`config.mk`:
```
export PLATFORM = sky130hd
export DESIGN_NAME = frame_synced_cv_looper_top
export DESIGN_NICKNAME = d
export VERILOG_FILES = /design/src/fscl_pkg.sv /design/src/fscl_div.sv /design/src/frame_synced_cv_looper_top.sv
export SDC_FILE = /design/constraint.sdc
export NUM_CORES = 2
export LEC_CHECK = 0
export ABC_AREA = 1
export BUFFER_PORTS_ARGS = -buffer_cell sky130_fd_sc_hd__buf_2
export CELL_PAD_IN_SITES_DETAIL_PLACEMENT = 0
export CELL_PAD_IN_SITES_GLOBAL_PLACEMENT = 1
export CORE_MARGIN = 2
export CORE_UTILIZATION = 50
export CTS_BUF_LIST = sky130_fd_sc_hd__clkbuf_16
export DETAILED_ROUTE_END_ITERATION = 8
export GPL_ROUTABILITY_DRIVEN = 0
export HOLD_SLACK_MARGIN = 0.03
export PLACE_DENSITY_LB_ADDON = 0.05
export SLEW_MARGIN = 20
export SYNTH_ARGS = -nofsm -noshare
export SYNTH_HDL_FRONTEND = slang
export SYNTH_SLANG_ARGS = --single-unit
```
`constraint.sdc`:
```
create_clock -name aclk -period 5.6 [get_ports aclk]
set_input_delay 0.56 -clock aclk [delete_from_list [all_inputs] [get_ports aclk]]
set_output_delay 0.56 -clock aclk [all_outputs]
set_load 0.01 [all_outputs]
```
`src/fscl_pkg.sv`:
```
// Shared constants, types and helpers for the frame-synced control-voltage looper.
`default_nettype none

package fscl_pkg;

    // Parameter defaults
    localparam int STORE_DEPTH_DEF       = 256;
    localparam int MAX_RECORD_FRAMES_DEF = 251;
    localparam int SAMPLE_BITS_DEF       = 10;

    // Fixed field widths
    localparam int LEVEL_W = 8;
    localparam int POS_W   = 8;
    localparam int REF_W   = 10;
    localparam int MODE_W  = 2;

    localparam logic [LEVEL_W-1:0] FULL_LEVEL = 8'd255;
    localparam logic [REF_W-1:0]   REF_RESET  = 10'd930;

    // Drive mode codes
    localparam logic [MODE_W-1:0] MODE_LOW  = 2'd0;
    localparam logic [MODE_W-1:0] MODE_HIGH = 2'd1;
    localparam logic [MODE_W-1:0] MODE_PWM  = 2'd2;

    // Divider status handed to the sequencer
    typedef struct packed {
        logic               done;
        logic [LEVEL_W-1:0] level;
    } div_res_t;

    // Reduce a frame position modulo the store depth by conditional subtraction
    function automatic logic [POS_W-1:0] slot_of(input logic [POS_W-1:0] pos, input int depth);
        logic [2*POS_W-1:0] v;
        logic [2*POS_W-1:0] d;
        v = {{POS_W{1'b0}}, pos};
        for (int k = POS_W - 1; k >= 0; k--) begin
            d = 16'(depth) << k;
            if (v >= d) begin
                v = v - d;
            end
        end
        return v[POS_W-1:0];
    endfunction

    // Map a played level to its pin drive mode
    function automatic logic [MODE_W-1:0] mode_of(input logic [LEVEL_W-1:0] lvl);
        if (lvl == '0) begin
            return MODE_LOW;
        end else if (lvl == FULL_LEVEL) begin
            return MODE_HIGH;
        end else begin
            return MODE_PWM;
        end
    endfunction

endpackage

`default_nettype wire

```
`src/fscl_div.sv`:
```
// Bit-serial restoring divider that scales a sample to min(sample*255/ref, 255).
`default_nettype none

module fscl_div
    import fscl_pkg::*;
#(
    parameter int SAMPLE_BITS = SAMPLE_BITS_DEF
) (
    input  wire logic                   aclk,
    input  wire logic                   aresetn,
    input  wire logic                   start,
    input  wire logic [SAMPLE_BITS-1:0] sample,
    input  wire logic [REF_W-1:0]       den,
    output div_res_t                    res
);

    localparam int NUM_W = SAMPLE_BITS + LEVEL_W;
    localparam int CNT_W = $clog2(NUM_W + 1);

    logic [NUM_W-1:0]   num_reg, num_next;
    logic [REF_W-1:0]   rem_reg, rem_next;
    logic [REF_W-1:0]   den_reg;
    logic [CNT_W-1:0]   cnt_reg;
    logic               busy_reg;
    logic               done_reg;
    logic               zero_reg;
    logic [LEVEL_W-1:0] level_reg;

    logic [REF_W:0]     trial;
    logic [REF_W:0]     diff;
    logic               ge;
    logic               sat;
    logic [NUM_W-1:0]   product;

    // Form sample*255 as a shift and a subtract
    assign product = {sample, {LEVEL_W{1'b0}}} - {{LEVEL_W{1'b0}}, sample};

    // One quotient bit per cycle
    always_comb begin
        trial    = {rem_reg, num_reg[NUM_W-1]};
        diff     = trial - {1'b0, den_reg};
        ge       = (trial >= {1'b0, den_reg});
        rem_next = ge ? diff[REF_W-1:0] : trial[REF_W-1:0];
        num_next = {num_reg[NUM_W-2:0], ge};
        sat      = zero_reg || (|num_next[NUM_W-1:LEVEL_W]);
    end

    // Control: load on start, count down, pulse done
    always_ff @(posedge aclk) begin
        if (!aresetn) begin
            busy_reg <= 1'b0;
            done_reg <= 1'b0;
            cnt_reg  <= '0;
        end else begin
            done_reg <= 1'b0;
            if (start) begin
                busy_reg <= 1'b1;
                cnt_reg  <= CNT_W'(NUM_W);
            end else if (busy_reg) begin
                cnt_reg <= cnt_reg - 1'b1;
                if (cnt_reg == CNT_W'(1)) begin
                    busy_reg <= 1'b0;
                    done_reg <= 1'b1;
                end
            end
        end
    end

    // Datapath
    always_ff @(posedge aclk) begin
        if (start) begin
            num_reg  <= product;
            rem_reg  <= '0;
            den_reg  <= den;
            zero_reg <= (den == '0);
        end else if (busy_reg) begin
            num_reg <= num_next;
            rem_reg <= rem_next;
            if (cnt_reg == CNT_W'(1)) begin
                level_reg <= sat ? FULL_LEVEL : num_next[LEVEL_W-1:0];
            end
        end
    end

    assign res.done  = done_reg;
    assign res.level = level_reg;

endmodule

`default_nettype wire

```
`src/frame_synced_cv_looper_top.sv`:
```
// Frame-synced control-voltage looper: per-frame record/playback of a scaled CV level.
// Each transaction is scaled by SAMPLE_BITS+8 divider steps at one quotient bit per cycle,
//   then the sequencer writes back and presents the result.
// One transaction is in flight at a time; input is held off while busy and
//   while a finished result waits for the output register to free up.
// Reset: synchronous, active low; clears position, loop end, record flag, store valid bits,
//   and loads the full-scale reference with 930. Store entries read as zero until written.
`default_nettype none

module frame_synced_cv_looper_top
    import fscl_pkg::*;
#(
    parameter int STORE_DEPTH       = STORE_DEPTH_DEF,
    parameter int MAX_RECORD_FRAMES = MAX_RECORD_FRAMES_DEF,
    parameter int SAMPLE_BITS       = SAMPLE_BITS_DEF
) (
    input  wire logic                   aclk,
    input  wire logic                   aresetn,
    input  wire logic                   cfg_valid,
    output logic                        cfg_ready,
    input  wire logic [REF_W-1:0]       cfg_data,
    input  wire logic                   s_valid,
    output logic                        s_ready,
    input  wire logic                   s_record_button,
    input  wire logic [SAMPLE_BITS-1:0] s_cv_sample,
    output logic                        m_valid,
    input  wire logic                   m_ready,
    output logic [LEVEL_W-1:0]          m_level,
    output logic [MODE_W-1:0]           m_drive_mode,
    output logic [POS_W-1:0]            m_loop_position,
    output logic                        m_recording
);

    localparam int SLOT_W = (STORE_DEPTH > 1) ? $clog2(STORE_DEPTH) : 1;

    localparam logic [1:0] ST_IDLE   = 2'd0;
    localparam logic [1:0] ST_BUSY   = 2'd1;
    localparam logic [1:0] ST_FINISH = 2'd2;

    logic [1:0]         state_reg, state_next;
    logic [REF_W-1:0]   ref_reg;
    logic [POS_W-1:0]   pos_reg, pos_next;
    logic [POS_W-1:0]   loop_end_reg, loop_end_next;
    logic               was_rec_reg, was_rec_next;
    logic               rec_reg, rec_next;
    logic [SLOT_W-1:0]  slot_reg;
    logic [LEVEL_W-1:0] store_mem [STORE_DEPTH];
    logic [STORE_DEPTH-1:0] vld_reg;
    logic [LEVEL_W-1:0] rd_data_reg;
    logic               rd_vld_reg;
    logic               m_valid_reg;
    logic [LEVEL_W-1:0] m_level_reg;
    logic [MODE_W-1:0]  m_mode_reg;
    logic [POS_W-1:0]   m_pos_reg;
    logic               m_rec_reg;

    logic               in_xact;
    logic               out_free;
    logic               finish;
    logic [POS_W-1:0]   pos_inc;
    logic [LEVEL_W-1:0] lvl;
    div_res_t           div_res;

    assign cfg_ready = 1'b1;
    assign s_ready   = (state_reg == ST_IDLE);
    assign in_xact   = s_valid && s_ready;
    assign out_free  = !m_valid_reg || m_ready;
    assign finish    = (state_reg == ST_FINISH) && out_free;
    assign pos_inc   = pos_reg + 1'b1;

    // Shared scaling unit
    fscl_div #(
        .SAMPLE_BITS(SAMPLE_BITS)
    ) u_div (
        .aclk   (aclk),
        .aresetn(aresetn),
        .start  (in_xact),
        .sample (s_cv_sample),
        .den    (ref_reg),
        .res    (div_res)
    );

    // Track button edges, loop end and position for the incoming frame
    always_comb begin
        pos_next      = pos_reg;
        loop_end_next = loop_end_reg;
        was_rec_next  = was_rec_reg;
        rec_next      = s_record_button;
        if (s_record_button != was_rec_reg) begin
            loop_end_next = was_rec_reg ? pos_inc : POS_W'(MAX_RECORD_FRAMES);
            pos_next      = '0;
            was_rec_next  = s_record_button;
        end else if (pos_inc >= loop_end_reg) begin
            if (s_record_button) begin
                rec_next      = 1'b0;
                was_rec_next  = 1'b0;
                loop_end_next = pos_inc;
            end
            pos_next = '0;
        end else begin
            pos_next = pos_inc;
        end
    end

    // Sequence: accept, divide, then write back and present
    always_comb begin
        state_next = state_reg;
        case (state_reg)
            ST_IDLE:   if (in_xact) state_next = ST_BUSY;
            ST_BUSY:   if (div_res.done) state_next = ST_FINISH;
            ST_FINISH: if (out_free) state_next = ST_IDLE;
            default:   state_next = ST_IDLE;
        endcase
    end

    // Control registers
    always_ff @(posedge aclk) begin
        if (!aresetn) begin
            state_reg    <= ST_IDLE;
            ref_reg      <= REF_RESET;
            pos_reg      <= '0;
            loop_end_reg <= '0;
            was_rec_reg  <= 1'b0;
            rec_reg      <= 1'b0;
            m_valid_reg  <= 1'b0;
            vld_reg      <= '0;
        end else begin
            state_reg <= state_next;
            if (cfg_valid && cfg_ready) begin
                ref_reg <= cfg_data;
            end
            if (in_xact) begin
                pos_reg      <= pos_next;
                loop_end_reg <= loop_end_next;
                was_rec_reg  <= was_rec_next;
                rec_reg      <= rec_next;
            end
            if (finish && rec_reg) begin
                vld_reg[slot_reg] <= 1'b1;
            end
            if (finish) begin
                m_valid_reg <= 1'b1;
            end else if (m_ready) begin
                m_valid_reg <= 1'b0;
            end
        end
    end

    // Store: slot from position, registered read, write on a recorded frame
    always_ff @(posedge aclk) begin
        slot_reg    <= SLOT_W'(slot_of(pos_reg, STORE_DEPTH));
        rd_data_reg <= store_mem[slot_reg];
        rd_vld_reg  <= vld_reg[slot_reg];
        if (finish && rec_reg) begin
            store_mem[slot_reg] <= div_res.level;
        end
    end

    // Pick the played level: fresh sample when recording, else stored entry, or zero if never written
    always_comb begin
        if (rec_reg) begin
            lvl = div_res.level;
        end else if (rd_vld_reg) begin
            lvl = rd_data_reg;
        end else begin
            lvl = '0;
        end
    end

    // Output register
    always_ff @(posedge aclk) begin
        if (finish) begin
            m_level_reg <= lvl;
            m_mode_reg  <= mode_of(lvl);
            m_pos_reg   <= pos_reg;
            m_rec_reg   <= rec_reg;
        end
    end

    assign m_valid         = m_valid_reg;
    assign m_level         = m_level_reg;
    assign m_drive_mode    = m_mode_reg;
    assign m_loop_position = m_pos_reg;
    assign m_recording     = m_rec_reg;

`ifndef SYNTH
    a_accept_starts_work: assert property (@(posedge aclk) disable iff (!aresetn)
        (s_valid && s_ready) |=> (state_reg == ST_BUSY) && !s_ready)
        else $error("transaction accepted but sequencer not busy");

    a_div_done_finishes: assert property (@(posedge aclk) disable iff (!aresetn)
        (state_reg == ST_BUSY && div_res.done) |=> (state_reg == ST_FINISH))
        else $error("divider finished but sequencer did not advance");

    a_mode_matches_level: assert property (@(posedge aclk) disable iff (!aresetn)
        m_valid |-> ((m_level == '0) == (m_drive_mode == MODE_LOW)) &&
                    ((m_level == FULL_LEVEL) == (m_drive_mode == MODE_HIGH)))
        else $error("drive mode does not match level");
`endif

endmodule

`default_nettype wire
```
# After elaboration in Yosys (flattened, before gate mapping)
# Memories as Yosys holds them, arrays and structs flattened. A register that Yosys moved wholly into a read port is not among the register bits.
# Cells that the tools add are included.
# word_totals
regBits	369
ramBits	2048
n_memories	1
# mem_list
name	depth	word_bits	rd	rd_clocked_by_memory_dff	wr	line_no	source
store_mem	256	8	1	1	1	frame_synced_cv_looper_top.sv:47	logic [LEVEL_W-1:0] store_mem [STORE_DEPTH];
# classes
n_addsub	4
magnitude_cmp	4
eq_ne	8
muxes	35
bitwise_logic	4
reduce_logical	20
# op_table
operator	count
$or A256 B256 Y256	1
$mux W8	8
$mux W18	2
$sub A18 B10 Y18	1
$mux W1	15
$ge A11 B10 Y1	1
$logic_not A10 Y1	1
$mux W10	1
$mux W5	2
$reduce_or A10 Y1	1
$sub A10 B10 Y10	1
$lt A8 B9 Y1 const B	1
$reduce_and A3 Y1	3
$add A8 B1 Y8 const B	1
$bmux W1 S8	1
$demux W1 S8	1
$eq A8 B8 Y1 const B	1
$ge A8 B1 Y1 const B	1
$ge A8 B8 Y1	1
$logic_not A8 Y1	1
$mux W2	4
$reduce_bool A2 Y1	4
$pmux W2 S3	1
$eq A5 B1 Y1 const B	1
13 further kinds	20

# Logic depth before layout (Yosys ltp)
# logic_depth
word_depth	6
depth_mapped	16
ltp_nobuf	15

# Cells and area by module
# A second synthesis with hierarchy kept.
# hier_totals
cells_unflattened	10176
hier_area_um2	101382.2
# by_module_without_submodules
module	n_inst	cells_each	area_per_inst_um2
frame_synced_cv_looper_top	1	9751	98100.3
fscl_div	1	425	3281.9

# Worst setup path before layout
# No wires, ideal clock.
# synth_path
path_type	flip-flop to flip-flop
startpoint	reg u_div.level_reg[4]
endpoint	reg m_mode_reg[1], in the netlist m_drive_mode[1] (data pin)
setup_time_ns	0.265
arrival_ns	4.141
slack_ns	1.193
stages_incl_launch_ff	6
path_buffers	0
period_less_slack_ns	4.407
cell_sequence	edfxtp_1 a22oi_1 inv_1 nand3_1 nor3_1 a21oi_1
# synth_via
elab_chain_cells	3
word_cells_on_any_way	4
# synth_lines
item	line_no	source
from (decl)	fscl_div.sv:27	logic [LEVEL_W-1:0] level_reg;
from (signal assigned)	fscl_div.sv:80	level_reg <= sat ? FULL_LEVEL : num_next[LEVEL_W-1:0];
$mux W8 *	frame_synced_cv_looper_top.sv:161	if (rec_reg) begin
net lvl[4]	frame_synced_cv_looper_top.sv:61	logic [LEVEL_W-1:0] lvl;
$eq A8 B8 Y1	fscl_pkg.sv:49	end else if (lvl == FULL_LEVEL) begin
$mux W2	fscl_pkg.sv:49	
to (signal assigned)	frame_synced_cv_looper_top.sv:174	m_mode_reg <= mode_of(lvl);
to (decl)	frame_synced_cv_looper_top.sv:53	logic [MODE_W-1:0] m_mode_reg;
# The timed path passes the listed nets; every way through them passes the cells marked *.
# A chain may end at the register's enable or synchronous reset.

==> out/qor.txt <==
Period utilisation layout -> 69.0%
EDFF count, synth -> 2104
Cell count of the worst reg-to-reg path -> 14
Rel. slew slack -> 20.0%
Wire per inst -> 22.3 µm
CP dominant cell by count -> nand2_1
Count of distinct cell types in the synthesized netlist -> 46
HPWL after DPL -> 162 mm
Crit path DAT -> 4.66 ns
Area leader, netlist -> edfxtp_1
Via/cell ratio -> 5.34
H-Tree Depth -> 5
Final hold violations -> 0
Nets -> 10100
Max-slew violation count -> 0
Clk_lat worst skew -> 0.94 ns
Synth top area share -> 62.9%
Core ar. -> 200000 µm²
Synth Cell Area -> 100000 µm²
Slowest-stage cell, CP -> buf_4
Net Count, Synth -> 10100
Die X -> 452 µm
Worst hold slack -> 0.0918 ns
Async SR Flop Fraction -> 0%
Outcome -> finished clean
Vias in the first global route -> 66000
Ys Warns -> 0
Max FFs per register -> 2048
Syn Inst Count -> 10100
First-pass GRT wire length -> 428 mm
Row count -> 164
Max Cap Viol -> 0
Clock transition at the registers of the reported paths -> 0.06 ns
Worst Skew -> 0.0406 ns
Starting Density -> 50.3%
Post-Syn Area per Cell -> 9.95 µm²
Die Y -> 452 µm
Initial antenna violation count -> 10
VDD IR max -> 0.342 mV
Total global routing overflow -> 0
Final setup viols -> 0
Detailed-route via count -> 68900
Largest net degree at the start of global routing -> 173
Min-Delay Path Class -> in -> reg
Critical Path End Type -> flip-flop
P&R area growth vs syn -> 11.2%
Clk sinks -> 2425
Max Freq -> 259 MHz
Cells along the critical path -> inv_8, nor2_4, buf_12, buf_4, nand2_1, nand3_1, nand2_1, nand2_1, o21ai_1, nand2_1, nor2_1, nor2_1, nor2_1, nand2_1
Post-synthesis register bit count -> 2425
Fin crit period -> 3.86 ns
Layout cells sized above 1 -> 5.87%
Setup TNS -> 0 ns
1st-iter DRT viols -> 6870
Ports -> 48
CTS tree -> built
Sequential share of the synthesized area -> 69.3%
Setup CP Type -> reg -> reg
Hold path cells -> 3
Clock Path Buffers -> 4
Total iterations of the first detailed-routing run -> 6
Slowest stage delay, CP -> 0.47 ns
Lkg Pwr -> 45.2 nW
Overall fraction of global-route tracks in use -> 28.1%
CTS root buf -> clkbuf_16
Worst-Margin Slew -> 1.20 ns
CP Launch Type -> flip-flop
Critical Path RT -> 6.40 ns
ANT nets after route -> 0
PortBufs -> 46
RSZ-0062 raised after global routing -> no
# DRC -> 0
PwrDens -> 348 nW/µm²
DRT Wirelength -> 288 mm
Die ar. -> 204000 µm²
Synth area leaders -> edfxtp_1, nand2_1, dfxtp_1
Critical path peak fanout -> 137
Main synth FF type -> edfxtp_1
CTS Buf Count -> 278
worst max-delay path, delay by kind of cell (launching register included):
family	cells	cell delay, ns
AND/OR/NAND/NOR	10	1.47
buffers and inverters	3	1.09
flip-flops	1	0.44
AO/OA/AOI/OAI	1	0.44
through the flow:
stage          power [mW]  area (µm²)  setup slack (ns)  util, %  instances
4_1_cts              39.1      112000              1.88     55.9      12900
5_1_grt              40.1      112000              1.63     55.9      12900
6_report             38.9      112000              1.74     55.9      12900
3_3_place_gp         22.2      103000              1.76     51.6      12400
3_5_place_dp         22.2      103000              1.78     51.6      12400
2_1_floorplan        21.5      100000              1.19        -      10100
repair_timing:
item	CTS	global route
hold endpoints to repair	17	0
setup endpoints to repair	0	0
hold buffers	25	0
setup buffers	0	0
resized for setup	0	0
where the power goes:
part	internal (mW)	switching, mW	total [mW]
Combinational	0.607	1.72	2.33
Clock	9.94	7.08	17.0
Sequential	19.5	0.0492	19.5
area by class of cell:
class,instances,area (µm²)
Sequential cell,2425,69600
Multi-Input combinational cell,6873,27400
Clock buffer,290,7260
Tap cell,2656,3320
Clock inverter,194,1180
Inverter,285,1120
Timing Repair Buffer,197,1810
Fill cell,17300,88000
Antenna cell,2,5.00
per-layer routing:
| layer | track usage [%] | share of wire, % |
|---|---|---|
| met5 | 0 | 0 |
| met4 | 7.23 | 2.3 |
| met1 | 41.3 | 45 |
| met3 | 3.99 | 7.1 |
| met2 | 43.9 | 46 |
cell usage after synthesis, drive strengths merged (7+ instances only):
cell / count
clkbuf: 168
nor2: 621
nor4: 7
inv: 280
xor2: 18
a21oi: 53
edfxtp: 2104
nand3: 246
buf: 339
nor3: 14
o211ai: 8
nand2: 5458
dfxtp: 321
ha: 26
o21ai: 382
layout by cell type, fill, tap and decap left out, types with 96 or more instances in the layout:
master        n
buf_4        96
nor2_1      583
o21ai_0     197
o21ai_1     185
inv_1       325
nand3_1     236
clkbuf_16   290
nand2_1    5456
edfxtp_1   2104
dfxtp_1     319
worst paths after layout:
path,from,end,slack [ns]
worst min register to register,pos_reg[6],slot_reg[6],0.38
worst min-delay path,cfg_valid,ref_reg[4],0.09
worst max register to register,slot_reg[1],rd_data_reg[2],1.74
worst max-delay path,slot_reg[1],rd_data_reg[2],1.74
logic make-up (layout without fill, tap and decap cells):
kind of cell               after synthesis  after routing  share of synthesized area (%)
DFF                                   2425           2425                           69.3
AOI/OAI and AO/OA                      470            470                           2.43
xor gates and xnor gates                21             21                          0.183
buffers and inverters                  792            966                           3.45
adders and majority gates               27             27                          0.344
and+or+nand+nor                       6354           6354                           24.3
other                                    1              3                        0.00373
No activity file was read; power rests on OpenSTA's default activity.
